### config.mk
export PLATFORM = sky130hd
export DESIGN_NAME = ubx_frame_parser_flat
export DESIGN_NICKNAME = d
export VERILOG_FILES = /design/src/hdl/ubxp_pkg.sv /design/src/hdl/ubxp_ifs.sv /design/src/hdl/ubxp_cfg_regs.sv /design/src/hdl/ubxp_core.sv /design/src/hdl/ubxp_out_buf.sv /design/src/hdl/ubx_frame_parser.sv /design/src/flat_wrapper.sv
export SDC_FILE = /design/constraint.sdc
export NUM_CORES = 1
export LEC_CHECK = 0
export BUFFER_PORTS_ARGS = -buffer_cell sky130_fd_sc_hd__buf_2
export CORE_AREA = 4 4 129 162
export CTS_CLUSTER_DIAMETER = 100
export CTS_CLUSTER_SIZE = 30
export DETAILED_ROUTE_END_ITERATION = 12
export DIE_AREA = 0 0 133 166
export PLACE_DENSITY = 0.83
export RECOVER_POWER = 25
export SLEW_MARGIN = 20
export SYNTH_ARGS = -nofsm -noshare
export SYNTH_HDL_FRONTEND = slang
export SYNTH_SLANG_ARGS = --single-unit
export TNS_END_PERCENT = 30
### constraint.sdc
create_clock -name clk -period 17.65 [get_ports clk]
set_input_delay 2.6475 -clock clk [delete_from_list [all_inputs] [get_ports clk]]
set_output_delay 2.6475 -clock clk [all_outputs]
set_load 0.01 [all_outputs]
### src/hdl/ubxp_pkg.sv
// Shared types and constants for the binary GPS frame parser.
`timescale 1ns / 1ps

package ubxp_pkg;

  localparam int unsigned CFG_ADDR_W = 4;
  localparam int unsigned CFG_DATA_W = 32;

  // Register indexes (byte address / 4)
  localparam logic [1:0] REG_SYNC_FIRST  = 2'd0;
  localparam logic [1:0] REG_SYNC_SECOND = 2'd1;
  localparam logic [1:0] REG_MAX_PAYLOAD = 2'd2;

  localparam logic [7:0]  SYNC_FIRST_RST  = 8'd181;
  localparam logic [7:0]  SYNC_SECOND_RST = 8'd98;
  localparam logic [15:0] MAX_PAYLOAD_RST = 16'd512;

  // Event kinds
  localparam logic [1:0] EVT_PAYLOAD  = 2'd0;
  localparam logic [1:0] EVT_GOOD     = 2'd1;
  localparam logic [1:0] EVT_BAD_SUM  = 2'd2;
  localparam logic [1:0] EVT_LEN_REJ  = 2'd3;

  typedef struct packed {
    logic [7:0]  sync_first;
    logic [7:0]  sync_second;
    logic [15:0] max_payload;
  } cfg_t;

  typedef struct packed {
    logic [1:0]  event_kind;
    logic [7:0]  msg_cls;
    logic [7:0]  msg_ident;
    logic [15:0] frame_length;
    logic [15:0] byte_index;
    logic [7:0]  payload_value;
    logic        frame_last;
  } evt_t;

endpackage

### src/hdl/ubxp_ifs.sv
// Valid/ready channel interfaces for received bytes and parser events.
`timescale 1ns / 1ps

interface ubxp_rx_if;
  logic       valid;
  logic       ready;
  logic [7:0] rx_byte;

  modport source (output valid, output rx_byte, input ready);
  modport sink (input valid, input rx_byte, output ready);
endinterface

interface ubxp_evt_if;
  logic        valid;
  logic        ready;
  logic [1:0]  event_kind;
  logic [7:0]  msg_cls;
  logic [7:0]  msg_ident;
  logic [15:0] frame_length;
  logic [15:0] byte_index;
  logic [7:0]  payload_value;
  logic        frame_last;

  modport source (output valid, output event_kind, output msg_cls, output msg_ident,
                  output frame_length, output byte_index, output payload_value,
                  output frame_last, input ready);
  modport sink (input valid, input event_kind, input msg_cls, input msg_ident,
                input frame_length, input byte_index, input payload_value,
                input frame_last, output ready);
endinterface

### src/hdl/ubxp_cfg_regs.sv
// APB-style configuration registers: sync bytes and payload length limit.
`timescale 1ns / 1ps

module ubxp_cfg_regs (
  input  logic                           clk,
  input  logic                           rst,
  input  logic                           psel,
  input  logic                           penable,
  input  logic                           pwrite,
  input  logic [ubxp_pkg::CFG_ADDR_W-1:0] paddr,
  input  logic [ubxp_pkg::CFG_DATA_W-1:0] pwdata,
  output logic [ubxp_pkg::CFG_DATA_W-1:0] prdata,
  output logic                           pready,
  output ubxp_pkg::cfg_t                 cfg
);
  import ubxp_pkg::*;

  logic       wr_en;
  logic [1:0] reg_idx;

  assign pready  = 1'b1;
  assign wr_en   = psel && penable && pwrite;
  assign reg_idx = paddr[3:2];

  always_ff @(posedge clk) begin
    if (rst) begin
      cfg.sync_first  <= SYNC_FIRST_RST;
      cfg.sync_second <= SYNC_SECOND_RST;
      cfg.max_payload <= MAX_PAYLOAD_RST;
    end else if (wr_en) begin
      unique case (reg_idx)
        REG_SYNC_FIRST:  cfg.sync_first  <= pwdata[7:0];
        REG_SYNC_SECOND: cfg.sync_second <= pwdata[7:0];
        REG_MAX_PAYLOAD: cfg.max_payload <= pwdata[15:0];
        default: ;
      endcase
    end
  end

  always_comb begin
    unique case (reg_idx)
      REG_SYNC_FIRST:  prdata = {24'd0, cfg.sync_first};
      REG_SYNC_SECOND: prdata = {24'd0, cfg.sync_second};
      REG_MAX_PAYLOAD: prdata = {16'd0, cfg.max_payload};
      default:         prdata = '0;
    endcase
  end

endmodule

### src/hdl/ubxp_core.sv
// Frame state machine, Fletcher checksum and per-byte event generation.
`timescale 1ns / 1ps

module ubxp_core (
  input  logic           clk,
  input  logic           rst,
  input  ubxp_pkg::cfg_t cfg,
  input  logic           step,
  input  logic [7:0]     rx_byte,
  output logic           res_valid,
  output ubxp_pkg::evt_t res
);
  import ubxp_pkg::*;

  typedef enum logic [3:0] {
    HUNT     = 4'd0,
    SYNC2    = 4'd1,
    CLASS    = 4'd2,
    IDENT    = 4'd3,
    LEN_LO   = 4'd4,
    LEN_HI   = 4'd5,
    PAYLOAD  = 4'd6,
    CK_A     = 4'd7,
    CK_B     = 4'd8
  } phase_t;

  phase_t      phase, phase_next;
  logic [7:0]  class_reg, class_reg_next;
  logic [7:0]  ident_reg, ident_reg_next;
  logic [15:0] length_reg, length_reg_next;
  logic [15:0] count_reg, count_reg_next;
  logic [7:0]  sum_a, sum_a_next;
  logic [7:0]  sum_b, sum_b_next;

  logic [7:0]  acc_a;
  logic [7:0]  acc_b;
  logic [15:0] len_full;
  logic [15:0] count_inc;
  phase_t      hunt_phase;

  assign acc_a      = sum_a + rx_byte;
  assign acc_b      = sum_b + acc_a;
  assign len_full   = {rx_byte, length_reg[7:0]};
  assign count_inc  = count_reg + 16'd1;
  assign hunt_phase = (rx_byte == cfg.sync_first) ? SYNC2 : HUNT;

  always_comb begin
    phase_next      = phase;
    class_reg_next  = class_reg;
    ident_reg_next  = ident_reg;
    length_reg_next = length_reg;
    count_reg_next  = count_reg;
    sum_a_next      = sum_a;
    sum_b_next      = sum_b;
    res_valid           = 1'b0;
    res.event_kind      = EVT_PAYLOAD;
    res.msg_cls         = class_reg;
    res.msg_ident       = ident_reg;
    res.frame_length    = length_reg;
    res.byte_index      = '0;
    res.payload_value   = '0;
    res.frame_last      = 1'b0;

    unique case (phase)
      SYNC2: begin
        phase_next = (rx_byte == cfg.sync_second) ? CLASS : hunt_phase;
      end
      CLASS: begin
        class_reg_next = rx_byte;
        sum_a_next     = rx_byte;
        sum_b_next     = rx_byte;
        phase_next     = IDENT;
      end
      IDENT: begin
        sum_a_next     = acc_a;
        sum_b_next     = acc_b;
        ident_reg_next = rx_byte;
        phase_next     = LEN_LO;
      end
      LEN_LO: begin
        sum_a_next      = acc_a;
        sum_b_next      = acc_b;
        length_reg_next = {8'd0, rx_byte};
        phase_next      = LEN_HI;
      end
      LEN_HI: begin
        sum_a_next = acc_a;
        sum_b_next = acc_b;
        if (len_full > cfg.max_payload) begin
          length_reg_next  = '0;
          phase_next       = hunt_phase;
          res_valid        = 1'b1;
          res.event_kind   = EVT_LEN_REJ;
          res.frame_length = len_full;
          res.frame_last   = 1'b1;
        end else begin
          length_reg_next = len_full;
          count_reg_next  = '0;
          phase_next      = (len_full == 16'd0) ? CK_A : PAYLOAD;
        end
      end
      PAYLOAD: begin
        sum_a_next        = acc_a;
        sum_b_next        = acc_b;
        count_reg_next    = count_inc;
        if (count_inc == length_reg) phase_next = CK_A;
        res_valid         = 1'b1;
        res.byte_index    = count_reg;
        res.payload_value = rx_byte;
      end
      CK_A: begin
        if (rx_byte != sum_a) begin
          phase_next     = hunt_phase;
          res_valid      = 1'b1;
          res.event_kind = EVT_BAD_SUM;
          res.frame_last = 1'b1;
        end else begin
          phase_next = CK_B;
        end
      end
      CK_B: begin
        phase_next     = HUNT;
        res_valid      = 1'b1;
        res.event_kind = (rx_byte == sum_b) ? EVT_GOOD : EVT_BAD_SUM;
        res.frame_last = 1'b1;
      end
      default: begin
        phase_next = hunt_phase;
      end
    endcase
  end

  always_ff @(posedge clk) begin
    if (rst) begin
      phase      <= HUNT;
      class_reg  <= '0;
      ident_reg  <= '0;
      length_reg <= '0;
      count_reg  <= '0;
      sum_a      <= '0;
      sum_b      <= '0;
    end else if (step) begin
      phase      <= phase_next;
      class_reg  <= class_reg_next;
      ident_reg  <= ident_reg_next;
      length_reg <= length_reg_next;
      count_reg  <= count_reg_next;
      sum_a      <= sum_a_next;
      sum_b      <= sum_b_next;
    end
  end

endmodule

### src/hdl/ubxp_out_buf.sv
// Output register with skid stage between parser core and event channel.
`timescale 1ns / 1ps

module ubxp_out_buf (
  input  logic           clk,
  input  logic           rst,
  input  logic           step,
  input  logic           res_valid,
  input  ubxp_pkg::evt_t res,
  output logic           in_ready,
  output logic           out_valid,
  input  logic           out_ready,
  output ubxp_pkg::evt_t out_data
);
  import ubxp_pkg::*;

  logic skid_valid;
  evt_t skid_data;
  logic pop;
  logic push;

  assign in_ready = !skid_valid;
  assign pop      = out_valid && out_ready;
  assign push     = step && res_valid;

  always_ff @(posedge clk) begin
    if (rst) begin
      out_valid  <= 1'b0;
      skid_valid <= 1'b0;
    end else if (pop) begin
      if (skid_valid) begin
        out_data   <= skid_data;
        skid_valid <= 1'b0;
      end else begin
        out_valid <= push;
        if (push) out_data <= res;
      end
    end else if (!out_valid) begin
      out_valid <= push;
      if (push) out_data <= res;
    end else if (push) begin
      skid_data  <= res;
      skid_valid <= 1'b1;
    end
  end

`ifndef SYNTHESIS
  a_skid_implies_out: assert property (@(posedge clk) disable iff (rst)
    skid_valid |-> out_valid)
    else $error("skid entry held without a pending output");

  a_no_push_when_full: assert property (@(posedge clk) disable iff (rst)
    skid_valid |-> !step)
    else $error("request taken while skid stage full");

  a_skid_drains: assert property (@(posedge clk) disable iff (rst)
    (skid_valid && out_ready) |=> (out_valid && !skid_valid))
    else $error("skid entry not moved to output after pop");
`endif

endmodule

### src/hdl/ubx_frame_parser.sv
// Top level of the binary GPS frame parser.
`timescale 1ns / 1ps

// Takes one received byte per request on rx and frames messages: two sync
// bytes, class, id, 16-bit little-endian length, payload, then a two-byte
// 8-bit Fletcher checksum over class through payload. Each payload byte gives
// one event with its index; each frame ends in one verdict event (good, bad
// checksum, length rejected) with frame_last set. Bytes are taken one per clock
// while rx.ready is high: each byte updates the frame state in the cycle it is
// accepted and its event, if any, is registered for the evt channel. A
// two-entry output buffer (register plus skid stage) lets rx keep flowing while
// one event waits on evt; rx.ready drops only when both entries are full. Sync
// values and the payload length limit are set through the APB port (0x0, 0x4,
// 0x8); the user must write them only while idle; the block does not check.
module ubx_frame_parser (
  input  logic                            clk,
  input  logic                            rst,
  ubxp_rx_if.sink                         rx,
  ubxp_evt_if.source                      evt,
  input  logic                            psel,
  input  logic                            penable,
  input  logic                            pwrite,
  input  logic [ubxp_pkg::CFG_ADDR_W-1:0] paddr,
  input  logic [ubxp_pkg::CFG_DATA_W-1:0] pwdata,
  output logic [ubxp_pkg::CFG_DATA_W-1:0] prdata,
  output logic                            pready
);
  import ubxp_pkg::*;

  cfg_t cfg;
  logic step;
  logic res_valid;
  evt_t res;
  logic in_ready;
  evt_t out_data;

  assign rx.ready = in_ready;
  assign step     = rx.valid && in_ready;

  ubxp_cfg_regs u_cfg (
    .clk     (clk),
    .rst     (rst),
    .psel    (psel),
    .penable (penable),
    .pwrite  (pwrite),
    .paddr   (paddr),
    .pwdata  (pwdata),
    .prdata  (prdata),
    .pready  (pready),
    .cfg     (cfg)
  );

  ubxp_core u_core (
    .clk       (clk),
    .rst       (rst),
    .cfg       (cfg),
    .step      (step),
    .rx_byte   (rx.rx_byte),
    .res_valid (res_valid),
    .res       (res)
  );

  ubxp_out_buf u_out (
    .clk       (clk),
    .rst       (rst),
    .step      (step),
    .res_valid (res_valid),
    .res       (res),
    .in_ready  (in_ready),
    .out_valid (evt.valid),
    .out_ready (evt.ready),
    .out_data  (out_data)
  );

  assign evt.event_kind    = out_data.event_kind;
  assign evt.msg_cls       = out_data.msg_cls;
  assign evt.msg_ident     = out_data.msg_ident;
  assign evt.frame_length  = out_data.frame_length;
  assign evt.byte_index    = out_data.byte_index;
  assign evt.payload_value = out_data.payload_value;
  assign evt.frame_last    = out_data.frame_last;

endmodule

### src/flat_wrapper.sv
// flat-port wrapper written by rule: the top's interface ports become plain ports
module ubx_frame_parser_flat import ubxp_pkg::*;
  (clk, rst, psel, penable, pwrite, paddr, pwdata, prdata, pready, rx_valid, rx_rx_byte, rx_ready, evt_valid, evt_event_kind, evt_msg_cls, evt_msg_ident, evt_frame_length, evt_byte_index, evt_payload_value, evt_frame_last, evt_ready);
  ubxp_rx_if rx_i ();
  ubxp_evt_if evt_i ();
  input  logic clk;
  input  logic rst;
  input  logic psel;
  input  logic penable;
  input  logic pwrite;
  input  logic [ubxp_pkg::CFG_ADDR_W-1:0] paddr;
  input  logic [ubxp_pkg::CFG_DATA_W-1:0] pwdata;
  output logic [ubxp_pkg::CFG_DATA_W-1:0] prdata;
  output logic pready;
  input wire logic [$bits(rx_i.valid)-1:0] rx_valid;
  input wire logic [$bits(rx_i.rx_byte)-1:0] rx_rx_byte;
  output wire logic [$bits(rx_i.ready)-1:0] rx_ready;
  output wire logic [$bits(evt_i.valid)-1:0] evt_valid;
  output wire logic [$bits(evt_i.event_kind)-1:0] evt_event_kind;
  output wire logic [$bits(evt_i.msg_cls)-1:0] evt_msg_cls;
  output wire logic [$bits(evt_i.msg_ident)-1:0] evt_msg_ident;
  output wire logic [$bits(evt_i.frame_length)-1:0] evt_frame_length;
  output wire logic [$bits(evt_i.byte_index)-1:0] evt_byte_index;
  output wire logic [$bits(evt_i.payload_value)-1:0] evt_payload_value;
  output wire logic [$bits(evt_i.frame_last)-1:0] evt_frame_last;
  input wire logic [$bits(evt_i.ready)-1:0] evt_ready;
  assign rx_i.valid = rx_valid;
  assign rx_i.rx_byte = rx_rx_byte;
  assign rx_ready = rx_i.ready;
  assign evt_valid = evt_i.valid;
  assign evt_event_kind = evt_i.event_kind;
  assign evt_msg_cls = evt_i.msg_cls;
  assign evt_msg_ident = evt_i.msg_ident;
  assign evt_frame_length = evt_i.frame_length;
  assign evt_byte_index = evt_i.byte_index;
  assign evt_payload_value = evt_i.payload_value;
  assign evt_frame_last = evt_i.frame_last;
  assign evt_i.ready = evt_ready;
  ubx_frame_parser u_core (.clk(clk), .rst(rst), .rx(rx_i), .evt(evt_i), .psel(psel), .penable(penable), .pwrite(pwrite), .paddr(paddr), .pwdata(pwdata), .prdata(prdata), .pready(pready));
endmodule
==> results_dict.tcl <==
set metrics [dict create \
    wl_per_cell_um 18.5 \
    grt_pass1_vias 8539 \
    clockBufferDepth 3 \
    numCtsBuffers 11 \
    antenna_found_initial 0 \
    violations "max-capacitance violations, max-slew violations" \
    gp_congestion 0.983 \
    ir_worst_vdd_mv 0.0649 \
    status "finished with violations" \
    vias 8998 \
    cts_root_buf "clkbuf_16" \
    nNetsFinal 1332 \
    core-area_um2 19300 \
    p_per_area_nw_per_um2 79.8 \
    syn_area_um2 11400 \
    clk_latency_ns 0.47 \
    areaGrowthSynthToFinish_pct 7.13 \
    postCtsSetupBuffers 0 \
    slew_headroom -0.132 \
    critical_path_class "in2out" \
    period_needed_ns 6.55 \
    drt_iter0_markers 698 \
    period_share 0.371 \
    wl_um 28100 \
    finalMaxSlewViolations 38 \
    r2r_cells 11 \
    clk_pin_slew_worst_paths_ns 0.11 \
    postRouteAntennaNets 0 \
    synth_top_flop_cell "edfxtp_1" \
    hpwlAfterDp_um 18700 \
    ios 145 \
    vias_per_cell 5.93 \
    io_buffers 109 \
    ys_seq_area_frac 0.489 \
    ys.warnings.count 0 \
    num_antenna_cells 0 \
    layout-drive-gt1-share 0.111 \
    hold_viol 0 \
    tightest_slew_ns 1.70 \
    overflow 0 \
    startpoint_type "input port" \
    timing.fmax_mhz 153 \
    finalSetupViolCount 0 \
    end_kind "output port" \
    top_regs "u_core.u_out.out_data x59, u_core.u_out.skid_data x59, u_core.u_cfg.cfg x32" \
    avgSynthCellArea_um2 9.56 \
    finalNonFillerCells 1517 \
    ctsResizeCount 0 \
    leakage_nw 4.68 \
    hold_class "reg2reg" \
    htree_levels 1 \
    cts.hold.buffers_added 0 \
    cp_max_fo 17 \
    skew_ns 0.0153 \
    die_w_um 133 \
    rows 57 \
    cp.required_ns 15.00 \
    place_inst 1500 \
    min_path_cells 0 \
    cap_viol_max_count 1 \
    finalSetupTns_ns 0 \
    dp_slack_ns 10.83 \
    power_w 0.000977 \
    syn_inst 1195 \
    grt_usage 0.246 \
    cts_sinks 220 \
    grt_max_degree 69 \
    cp.arrival_ns 3.90 \
    cts_tree "built" \
    rsz0062_at_grt "false" \
    fp.dieH_um 166 \
    setup_slack_ns 11.10 \
    ys_types 65 \
    drc_errors 0 \
    grt_pass1_wl_um 44700 \
    die-area_um2 22100 \
    start_util 0.591 \
    ys_ff_latch 220 \
    dr.pass1.iters 5 \
    synth-edff-count 118 \
    ys_async_sr_fraction 0 \
]
==> worst max-delay path, cell delays in order <==
cell	delay, ns
buf_2	0.21
nor2b_2	0.63
nand2_1	0.11
o21ai_0	0.13
buf_2	0.18
==> stage by stage <==
stage | util | cell area (µm²) | hold slack (ns)
floorplan | - | 11500 | 0.429
global placement | 0.620 | 12000 | 0.437
detailed placement | 0.620 | 12000 | 0.441
CTS | 0.637 | 12300 | 0.471
global route | 0.633 | 12200 | 0.483
finish | 0.633 | 12200 | 0.474
==> cell type report <==
type	count	area, µm²
fill	1592	7090
sequential	220	5590
multi-input combinational	862	5300
timing repair buffer	124	601
tap	265	332
clock buffer	15	290
inverter	29	109
clock inverter	2	25.0
==> power breakdown <==
| part | internal, W | leakage [nW] | switching (W) |
|---|---|---|---|
| registers | 0.000556 | 2.05 | 0.0000141 |
| clock network | 0.000120 | 0.154 | 0.000160 |
| logic | 0.0000499 | 2.47 | 0.0000769 |
| total | 0.000726 | 4.68 | 0.000251 |
==> cell usage after synthesis, types with 19 or more instances <==
library cell	instances	area, µm²
edfxtp_1	118	3540
buf_4	19	143
nor3_1	19	95.1
clkbuf_1	52	195
and2_1	29	181
nand2_1	168	631
ha_1	31	388
dfxtp_1	102	2040
nor2_1	128	480
nand3_1	98	490
xnor2_1	42	368
mux2i_1	33	330
a21oi_1	79	395
buf_2	19	95.1
inv_1	29	109
o21ai_0	24	120
==> kinds of logic (layout without fill, tap and decap cells) <==
group,Yosys count,count (layout),share of synthesized area
AO/OA/AOI/OAI,193,193,0.118
other,2,17,0.000657
buffers and inverters,128,170,0.0544
adder cells (fa/ha/maj),33,33,0.0375
AND/OR/NAND/NOR,518,518,0.216
XOR/XNOR,60,60,0.0472
flip-flops,220,220,0.489
multiplexers,41,41,0.0368
==> worst paths after layout <==
| kind | start | end | slack (ns) |
|---|---|---|---|
| max | paddr[3] | prdata[3] | 11.10 |
| min | u_core.u_core.ident_reg[2]$_SDFFE_PP0P_ | u_core.u_out.skid_data[43]$_DFFE_PP_ | 0.47 |
| max reg2reg | u_core.u_cfg.cfg[11]$_SDFFE_PP0P_ | u_core.u_out.skid_data[7]$_DFFE_PP_ | 13.80 |
| min reg2reg | u_core.u_core.ident_reg[2]$_SDFFE_PP0P_ | u_core.u_out.skid_data[43]$_DFFE_PP_ | 0.47 |
==> cells in the final DEF (no fill, tap or decap), types with 33 or more instances in the layout <==
| master | Yosys | layout |
|---|---|---|
| a21oi_1 | 79 | 79 |
| buf_2 | 19 | 66 |
| clkbuf_1 | 52 | 48 |
| dfxtp_1 | 102 | 102 |
| edfxtp_1 | 118 | 118 |
| mux2i_1 | 33 | 33 |
| nand2_1 | 168 | 168 |
| nand3_1 | 98 | 97 |
| nor2_1 | 128 | 127 |
| xnor2_1 | 42 | 42 |
==> per-layer routing <==
metal / vias to the layer above / global-route usage / wire length (µm)
li1: 4296 / - / -
met4: 0 / 0.0967 / 1010
met2: 372 / 0.417 / 13600
met5: - / 0 / 0
met3: 65 / 0.0248 / 1820
met1: 4265 / 0.325 / 11700
No activity file was read; power rests on OpenSTA's default activity.
